--- config.mk ---
export PLATFORM = sky130hd
export DESIGN_NAME = os_match_timer_regs_unit
export DESIGN_NICKNAME = d
export VERILOG_FILES = /design/src/omt_pkg.sv /design/src/os_match_timer_regs_unit.sv /design/src/omt_core.sv
export SDC_FILE = /design/constraint.sdc
export NUM_CORES = 1
export LEC_CHECK = 0
export BUFFER_PORTS_ARGS = -buffer_cell sky130_fd_sc_hd__clkbuf_2
export CELL_PAD_IN_SITES_DETAIL_PLACEMENT = 1
export CELL_PAD_IN_SITES_GLOBAL_PLACEMENT = 1
export CORE_MARGIN = 1
export CORE_UTILIZATION = 45
export CTS_CLUSTER_SIZE = 14
export DETAILED_ROUTE_END_ITERATION = 10
export PLACE_DENSITY_LB_ADDON = 0.1
export SLEW_MARGIN = 20
export SYNTH_ARGS = -nofsm -noshare
export SYNTH_HDL_FRONTEND = slang
export SYNTH_SLANG_ARGS = --single-unit
--- constraint.sdc ---
create_clock -name clk_i -period 4 [get_ports clk_i]
set_input_delay 0 -clock clk_i [delete_from_list [all_inputs] [get_ports clk_i]]
set_output_delay 0 -clock clk_i [all_outputs]
set_load 0.05 [all_outputs]
--- src/omt_pkg.sv ---
package omt_pkg;

  // Fixed field widths of the bus item and the result item.
  localparam int unsigned DATA_W  = 32;
  localparam int unsigned OFF_W   = 6;
  localparam int unsigned BYTES_W = 3;
  localparam int unsigned OP_W    = 2;
  localparam int unsigned IRQ_W   = 4;

  // Defaults for the top-level parameters.
  localparam int unsigned NUM_MATCH_DEF   = 4;
  localparam int unsigned COUNT_WIDTH_DEF = 32;

  // Operation codes.
  localparam logic [OP_W-1:0] OP_READ  = 2'd0;
  localparam logic [OP_W-1:0] OP_WRITE = 2'd1;
  localparam logic [OP_W-1:0] OP_TICK  = 2'd2;

  // Only full word accesses act on the registers.
  localparam logic [BYTES_W-1:0] ACCESS_WORD = 3'd4;

  // Register word offsets. Match registers occupy offsets 0 to 3.
  localparam logic [OFF_W-1:0] OFF_COUNTER = 6'd4;
  localparam logic [OFF_W-1:0] OFF_STATUS  = 6'd5;
  localparam logic [OFF_W-1:0] OFF_WDOG_EN = 6'd6;
  localparam logic [OFF_W-1:0] OFF_IRQ_EN  = 6'd7;

  typedef struct packed {
    logic [OP_W-1:0]    operation;
    logic [OFF_W-1:0]   word_offset;
    logic [BYTES_W-1:0] access_bytes;
    logic [DATA_W-1:0]  write_data;
  } item_t;

  typedef struct packed {
    logic [DATA_W-1:0] read_data;
    logic [IRQ_W-1:0]  irq_lines;
  } result_t;

endpackage

--- src/os_match_timer_regs_unit.sv ---
// OS timer with a free-running counter, match registers, a sticky match
// status word, an interrupt-enable word and a stored watchdog-enable word.
// Every bus read, bus write and timer tick arrives as one item on the input
// channel (valid/ready), and every item yields exactly one result item on
// the output channel: the read data (zero for anything but a word read) and
// the interrupt lines, which show the status bits after that item.
// An accepted item lands in an input register; when it moves forward, the core
// applies it to the timer state and the result is captured in the output
// register. Throughput is one item per cycle while the receiver takes each
// result: the input register moves forward whenever the output register
// is empty or is being emptied in the same cycle, so a new item is taken
// while the previous one is being delivered.
// When the receiver stalls, the output register holds its result, the input
// register fills, and ready drops until the receiver takes the result.
// Reset clears the counter, match values, status and both enable words,
// and empties both registers.
module os_match_timer_regs_unit #(
  parameter int unsigned NUM_MATCH   = omt_pkg::NUM_MATCH_DEF,
  parameter int unsigned COUNT_WIDTH = omt_pkg::COUNT_WIDTH_DEF
) (
  input  logic                         clk_i,
  input  logic                         rst_ni,
  input  logic                         in_valid_i,
  output logic                         in_ready_o,
  input  logic [omt_pkg::OP_W-1:0]     operation_i,
  input  logic [omt_pkg::OFF_W-1:0]    word_offset_i,
  input  logic [omt_pkg::BYTES_W-1:0]  access_bytes_i,
  input  logic [omt_pkg::DATA_W-1:0]   write_data_i,
  output logic                         out_valid_o,
  input  logic                         out_ready_i,
  output logic [omt_pkg::DATA_W-1:0]   read_data_o,
  output logic [omt_pkg::IRQ_W-1:0]    irq_lines_o
);
  import omt_pkg::*;

  logic    in_valid_q;
  item_t   item_q;
  logic    out_valid_q;
  result_t result_q;
  result_t core_result;
  logic    advance;

  // The staged item moves into the output register when that register is
  // free or is being drained in this cycle.
  assign advance    = in_valid_q && (!out_valid_q || out_ready_i);
  assign in_ready_o = !in_valid_q || advance;

  always_ff @(posedge clk_i or negedge rst_ni) begin
    if (!rst_ni) begin
      in_valid_q <= 1'b0;
    end else if (in_ready_o) begin
      in_valid_q <= in_valid_i;
    end
  end

  always_ff @(posedge clk_i) begin
    if (in_ready_o && in_valid_i) begin
      item_q.operation    <= operation_i;
      item_q.word_offset  <= word_offset_i;
      item_q.access_bytes <= access_bytes_i;
      item_q.write_data   <= write_data_i;
    end
  end

  omt_core #(
    .NUM_MATCH   (NUM_MATCH),
    .COUNT_WIDTH (COUNT_WIDTH)
  ) u_core (
    .clk_i    (clk_i),
    .rst_ni   (rst_ni),
    .fire_i   (advance),
    .item_i   (item_q),
    .result_o (core_result)
  );

  always_ff @(posedge clk_i or negedge rst_ni) begin
    if (!rst_ni) begin
      out_valid_q <= 1'b0;
    end else if (advance) begin
      out_valid_q <= 1'b1;
    end else if (out_ready_i) begin
      out_valid_q <= 1'b0;
    end
  end

  always_ff @(posedge clk_i) begin
    if (advance) begin
      result_q <= core_result;
    end
  end

  assign out_valid_o = out_valid_q;
  assign read_data_o = result_q.read_data;
  assign irq_lines_o = result_q.irq_lines;

endmodule

--- src/omt_core.sv ---
module omt_core #(
  parameter int unsigned NUM_MATCH   = omt_pkg::NUM_MATCH_DEF,
  parameter int unsigned COUNT_WIDTH = omt_pkg::COUNT_WIDTH_DEF
) (
  input  logic            clk_i,
  input  logic            rst_ni,
  input  logic            fire_i,
  input  omt_pkg::item_t  item_i,
  output omt_pkg::result_t result_o
);
  import omt_pkg::*;

  logic [COUNT_WIDTH-1:0] counter_q, counter_d;
  logic [COUNT_WIDTH-1:0] match_q [NUM_MATCH];
  logic [COUNT_WIDTH-1:0] match_d [NUM_MATCH];
  logic [NUM_MATCH-1:0]   status_q, status_d;
  logic [DATA_W-1:0]      wdog_en_q, wdog_en_d;
  logic [DATA_W-1:0]      irq_en_q, irq_en_d;
  logic [DATA_W-1:0]      rd_data;
  logic                   is_word;
  logic                   check;

  assign is_word = (item_i.access_bytes == ACCESS_WORD);

  always_comb begin
    counter_d = counter_q;
    match_d   = match_q;
    status_d  = status_q;
    wdog_en_d = wdog_en_q;
    irq_en_d  = irq_en_q;
    rd_data   = '0;
    check     = 1'b0;
    case (item_i.operation)
      OP_TICK: begin
        counter_d = counter_q + COUNT_WIDTH'(1);
        check     = 1'b1;
      end
      OP_READ: begin
        if (is_word) begin
          for (int ch = 0; ch < NUM_MATCH; ch++) begin
            if (item_i.word_offset == OFF_W'(ch)) begin
              rd_data = DATA_W'(match_q[ch]);
            end
          end
          case (item_i.word_offset)
            OFF_COUNTER: rd_data = DATA_W'(counter_q);
            OFF_STATUS:  rd_data = DATA_W'(status_q);
            OFF_WDOG_EN: rd_data = wdog_en_q;
            OFF_IRQ_EN:  rd_data = irq_en_q;
            default:     ;
          endcase
        end
      end
      OP_WRITE: begin
        if (is_word) begin
          for (int ch = 0; ch < NUM_MATCH; ch++) begin
            if (item_i.word_offset == OFF_W'(ch)) begin
              match_d[ch] = item_i.write_data[COUNT_WIDTH-1:0];
            end
          end
          case (item_i.word_offset)
            OFF_COUNTER: counter_d = item_i.write_data[COUNT_WIDTH-1:0];
            OFF_STATUS:  status_d  = status_q & ~item_i.write_data[NUM_MATCH-1:0];
            OFF_WDOG_EN: wdog_en_d = item_i.write_data;
            OFF_IRQ_EN: begin
              irq_en_d = item_i.write_data;
              check    = 1'b1;
            end
            default: ;
          endcase
        end
      end
      default: ;
    endcase

    // Match compare: match values are unchanged whenever a compare is due.
    if (check) begin
      for (int ch = 0; ch < NUM_MATCH; ch++) begin
        if ((counter_d == match_q[ch]) && irq_en_d[ch]) begin
          status_d[ch] = 1'b1;
        end
      end
    end
  end

  assign result_o.read_data = rd_data;
  assign result_o.irq_lines = IRQ_W'(status_d);

  always_ff @(posedge clk_i or negedge rst_ni) begin
    if (!rst_ni) begin
      counter_q <= '0;
      for (int ch = 0; ch < NUM_MATCH; ch++) begin
        match_q[ch] <= '0;
      end
      status_q  <= '0;
      wdog_en_q <= '0;
      irq_en_q  <= '0;
    end else if (fire_i) begin
      counter_q <= counter_d;
      match_q   <= match_d;
      status_q  <= status_d;
      wdog_en_q <= wdog_en_d;
      irq_en_q  <= irq_en_d;
    end
  end

endmodule
# Word-level counts from Yosys, hierarchy flattened
# Index checks and enable logic that the tools add are counted.
# totals
ff_bits	309
inputBits	47
output_inout_bits	38
# op_classes
add_sub_neg	1
n_eq_ne	14
muxes	24
n_bitwise	2
n_reduce_logical	20
# op_table
op	n
$mux W32	6
$eq A32 B32 Y1	4
$pmux W32 S4	1
$pmux W32 S2	1
$add A32 B1 Y32 const B	1
$mux W4	7
$eq A6 B3 Y1 const B	4
$reduce_and A4 Y1	6
$eq A6 B2 Y1 const B	2
$mux W1	8
$eq A6 B1 Y1 const B	1
$logic_and A1 B1 Y1	6
$logic_not A6 Y1	1
$and A4 B4 Y4	1
$not A4 Y4	1
$eq A3 B3 Y1 const B	1
$eq A2 B1 Y1 const B	1
$eq A2 B2 Y1 const B	1
$logic_not A1 Y1	2
$logic_not A2 Y1	1
$logic_or A1 B1 Y1	2
$pmux W1 S2	1
$reduce_and A2 Y1	1
$reduce_bool A2 Y1	1

# Logic depth before layout (Yosys ltp)
# depth
depth_word	8
depth_mapped	14
ltp_nobuf	11

# Hierarchy
# Synthesis repeated with hierarchy kept, for this count alone.
# hier_totals
cells_unflattened	1546
area_unflattened_um2	17164.0
# by_module_without_submodules
mod	n_inst	cells_each	area_per_inst_um2	seq_area_each_um2
omt_core	1	1459	14687.8	5705.5
os_match_timer_regs_unit	1	87	2476.1	2422.3

# Worst setup path before layout
# Ideal clock, no wire load.
# synth_timing
path_kind	register -> register
start	register u_core.counter_q[0]
end	register result_q, in the netlist irq_lines_o[2], data pin
setup_ns	0.132
arrival_ns	3.031
setup_slack_ns	0.836
path_stages_with_launch	12
path_buffers	1
synth_period_minus_slack_ns	3.164
cell_sequence	dfrtp_1 ha_1 nand2_2 or4_4 buf_2 or3_1 o311ai_2 xnor2_1 nand4_1 nor4_1 nand4_1 nand2_1
# synth_rtl
element	line_no	text
start, declared	omt_core.sv:13	logic [COUNT_WIDTH-1:0] counter_q, counter_d;
start signal, assigned	omt_core.sv:99	counter_q <= counter_d;
end signal, assigned	os_match_timer_regs_unit.sv:88	result_q <= core_result;
end, declared	os_match_timer_regs_unit.sv:39	result_t result_q;

==> results by stage <==
Global route:
- The initial antenna violation count is 5.
- The global routing usage summed across all routing layers is 33.8%.
- The via count of the first global-routing pass came to 14.1k.
- The first global-routing pass estimated 94700 µm of wire.
- The maximum number of pins on one net before global-route repair is 102.
- Summed over all layers, the global routing overflow is 0.

Routing:
- The number of detailed-route iterations in the first pass is 7.
- The total wire length after detailed routing is 62800 µm.
- The highest metal layer used by the detailed router is met5.
- For this run, design rule violations remaining after detail routing come to 0.
- The first-iteration detailed-routing DRC count is 1110.
- After detailed routing, the number of vias per cell comes to 6.32.
- The sum of routed wire segments on met1 is 27500 µm.
- The count of nets left with antenna violations after detail routing is 0.
- In the final routed layout, each cell accounts on average for 29.7 µm.
- The total met3 wirelength after detailed routing is 4050 µm.
- Summed over all nets, wire length on met2 after detailed routing comes to 29200 µm.
- Detailed routing inserted a total of 13.4k vias.

Die:
- After floorplanning, the core was sized to cover 0.0367 mm².
- The site row count is 70.
- The initial utilization of the core area, before any placement, comes to 45.8%.
- The die outline area is 0.0381 mm².
- The width of the chip is 195 µm.
- The die is 195 µm tall.
- The number of top-level pins is 85.

Synthesis:
- The total nets after synthesis is 1515.
- The share of the synthesized area in compound gates (AO/OA/AOI/OAI) is 10.8%.
- The mean area per synthesized cell is 11.5 µm².
- After Yosys synthesis, and, or, nand and nor cells account for 12.5% of the synthesized area.
- Counting every instance in the synthesized netlist gives 1464.
- The most common flop cell mapped by yosys is sky130_fd_sc_hd__dfrtp_1.
- The dominant combinational cell family by area after synthesis is multiplexers.
- The synthesized netlist devotes 5.26% of its cell area to XOR and XNOR gates.
- The register bit count reported by yosys is 309.
- The mux contribution to synthesized area is 19.5%.
- The share of the Yosys chip area taken by registers is 48.3%.
- The synthesis warning total is 0.
- For this run, asynchronously set or reset flops after synthesis account for 74.4%.
- The count of different cell masters after synthesis is 92.
- The cell area that synthesis handed to floorplanning was 0.0168 mm².
- Of the total synthesized cell area, the portion taken by full adders, half adders and majority gates is 0.298%.
- The number of enable flip-flop cells after synthesis is 79.

Setup path:
- The setup check on the worst reg-to-reg path leaves a slack of 0.25 ns.
- The worst-path maximum fanout is 10.
- The setup path with the least slack is of type flip-flop to flip-flop.
- The source of the worst register-to-register timing path is u_core.counter_q[2]$_DFFE_PN0P_.
- In this run the critical register-to-register path is captured at irq_lines_o[2]$_DFFE_PP_.
- At the worst endpoint, the required time is 4.42 ns.
- Measured in cells, the most critical reg-to-reg path has a length of 10.
- The worst setup path is captured at a flip-flop.
- The nature of the critical path startpoint is a flip-flop.
- STA puts the critical path data arrival time at 4.17 ns.

Run status:
- The run finished with clean final reports.

CTS:
- The maximum level of the CTS H-tree is 2.
- The clock drives 309 sinks.
- The number of setup buffers added after CTS is 0.
- The clock root buffer is sky130_fd_sc_hd__clkbuf_16.
- The clock insertion delay at the later pin of the skew report is 0.55 ns.
- The clock passes through at most 3 buffers.
- TritonCTS built the clock tree.
- The total clock buffers created by CTS is 36.
- After clock tree synthesis, the clock-pin slew on the worst setup and hold paths is 0.07 ns.

Timing:
- Setup violations remaining at the end of the flow were counted as 0.
- After routing, the total negative slack on setup checks comes to 0 ns.
- The setup clock skew after layout is 0.0178 ns.
- The maximum clock frequency is 267 MHz.
- The number of pins with negative max-slew slack in the final report came to 0.
- The minimum period implied by the final worst setup slack is 3.75 ns.
- The number of failing hold endpoints at the final stage is 0.
- At the pin with the least slew margin, the transition time is 1.04 ns.
- Of the available clock period, the critical path in the final layout requires 93.8%.
- Setup repair after global routing left no endpoint under its margin.
- In this run the tightest slew margin relative to its limit is 30.2%.

Min path:
- The worst min-delay path category is input port to asynchronous set/reset pin.

Cells and area:
- The finished layout cell area is 0.0199 mm².
- The finished layout holds 2115 standard cells, fillers aside.
- In the layout the commonest cells are sky130_fd_sc_hd__dfrtp_1, sky130_fd_sc_hd__mux2_2, sky130_fd_sc_hd__nand2_1.
- The library cell used most frequently in the layout, excluding fill and tap cells, is sky130_fd_sc_hd__dfrtp_1.
- The final layout contains 1672 nets.
- The area growth from synthesis to layout is 18.0%.
- The repair_antennas step left the layout with diodes totalling 0.
- The fraction of layout cells with a size suffix above 1 is 32.3%.

Placed design:
- The cell area after placement is 0.0182 mm².
- The placer congestion estimate is 1.03.
- The total placed cells including tap cells is 2004.
- Summed over all nets, the half-perimeter wirelength after detailed placement is 44700 µm.
- In this run the tool buffered the top-level ports with 84 buffer cells.

Pwr:
- The highest ir drop seen on vdd is 0.320 mV.
- In this run the static leakage power is 8.55 nW.
- The total power density per cell area is 423 mW/mm².

Flow run:
- The count of max-cap constraint violations is 0.
-- sequential cells by signal (all words and copies together) (netlist names) --
signal,flops
u_core.counter_q,32
out_valid_o,1
read_data_o,32
u_core.irq_en_q,32
u_core.wdog_en_q,32
item_q,43
irq_lines_o,4
in_valid_q,1
u_core.match_q,128
u_core.status_q,4
-- layer usage --
layer	up-vias	track usage [%]
li1	5786	-
met1	6991	46.7
met2	460	53.3
met3	119	6.46
met4	6	11.5
met5	-	0
-- area by class of cell --
| type | instances | area, µm² |
|---|---|---|
| Clock buffer | 52 | 1050 |
| Clock inverter | 12 | 106 |
| Fill cell | 3835 | 16800 |
| Inverter | 19 | 71.3 |
| Multi-Input combinational cell | 1022 | 8190 |
| Sequential cell | 309 | 8130 |
| Tap cell | 468 | 586 |
| Timing Repair Buffer | 233 | 1720 |
-- synthesized netlist by cell type (12+ instances only) --
master | n | area [µm²]
sky130_fd_sc_hd__a21oi_1 | 48 | 240
sky130_fd_sc_hd__a22oi_1 | 39 | 293
sky130_fd_sc_hd__a31oi_1 | 12 | 75.1
sky130_fd_sc_hd__buf_2 | 21 | 105
sky130_fd_sc_hd__clkbuf_1 | 75 | 282
sky130_fd_sc_hd__dfrtp_1 | 230 | 5760
sky130_fd_sc_hd__edfxtp_1 | 79 | 2370
sky130_fd_sc_hd__inv_1 | 19 | 71.3
sky130_fd_sc_hd__mux2_2 | 220 | 2480
sky130_fd_sc_hd__mux4_2 | 32 | 721
sky130_fd_sc_hd__nand2_1 | 113 | 424
sky130_fd_sc_hd__nand3_1 | 34 | 170
sky130_fd_sc_hd__nand4_1 | 34 | 213
sky130_fd_sc_hd__nor2_1 | 89 | 334
sky130_fd_sc_hd__nor3_1 | 19 | 95.1
sky130_fd_sc_hd__nor4_1 | 32 | 200
sky130_fd_sc_hd__o21ai_0 | 48 | 240
sky130_fd_sc_hd__xnor2_1 | 60 | 526
sky130_fd_sc_hd__xor2_1 | 41 | 359
-- where the power goes --
group	internal [W]	switching (W)	leakage, nW
Sequential	0.00337	0.000194	3.94
Combinational	0.000538	0.00101	4.03
Clock	0.00195	0.00133	0.576
Total	0.00586	0.00254	8.55
-- worst max path at each step --
stage	cells past startpoint	startpoint	to
finish	10	u_core.counter_q[2]$_DFFE_PN0P_	irq_lines_o[2]$_DFFE_PP_
global route	12	item_q[42]$_DFFE_PP_	u_core.status_q[2]$_DFFE_PN0P_
CTS	12	item_q[41]$_DFFE_PP_	irq_lines_o[2]$_DFFE_PP_
detailed placement	12	item_q[41]$_DFFE_PP_	irq_lines_o[2]$_DFFE_PP_
global placement	12	item_q[41]$_DFFE_PP_	irq_lines_o[2]$_DFFE_PP_
floorplan	11	u_core.counter_q[0]$_DFFE_PN0P_	irq_lines_o[2]$_DFFE_PP_
-- timing repair --
action                     CTS  global route
setup endpoints to repair    0             4
hold buffers                47             0
hold endpoints to repair   144             0
resized for setup            0             6
-- through the flow --
step           hold slack, ns  power (W)  worst slack, ns  util, %
6_report                0.113    0.00840            0.250     54.1
5_1_grt                 0.162    0.00868           0.0423     54.1
4_1_cts                 0.137    0.00843           0.0175     54.0
3_5_place_dp            0.133    0.00509           0.0477     49.6
3_3_place_gp            0.128    0.00508           0.0486     49.6
2_1_floorplan          -0.296    0.00444            0.836        -
-- worst max-delay path: stages (launching register included) --
cell and delay [ns]:
sky130_fd_sc_hd__dfrtp_1 0.37, sky130_fd_sc_hd__buf_4 0.22, sky130_fd_sc_hd__and3_1 0.40, sky130_fd_sc_hd__nand4_1 0.43, sky130_fd_sc_hd__o31a_1 0.42, sky130_fd_sc_hd__a221o_1 0.49, sky130_fd_sc_hd__xor2_1 0.22, sky130_fd_sc_hd__a2111o_1 0.48
sky130_fd_sc_hd__and4b_1 0.27, sky130_fd_sc_hd__nand4_1 0.18, sky130_fd_sc_hd__nand2_1 0.12
-- cell families (layout without fill, tap and decap cells) --
group | Yosys count | in the layout
and+or+nand+nor | 400 | 400
DFF | 309 | 309
muxes | 260 | 260
AOI/OAI and AO/OA | 257 | 257
buffers and inverters | 133 | 316
xor gates and xnor gates | 101 | 101
adders and majority gates | 4 | 4
(Power assumes the default switching activity.)
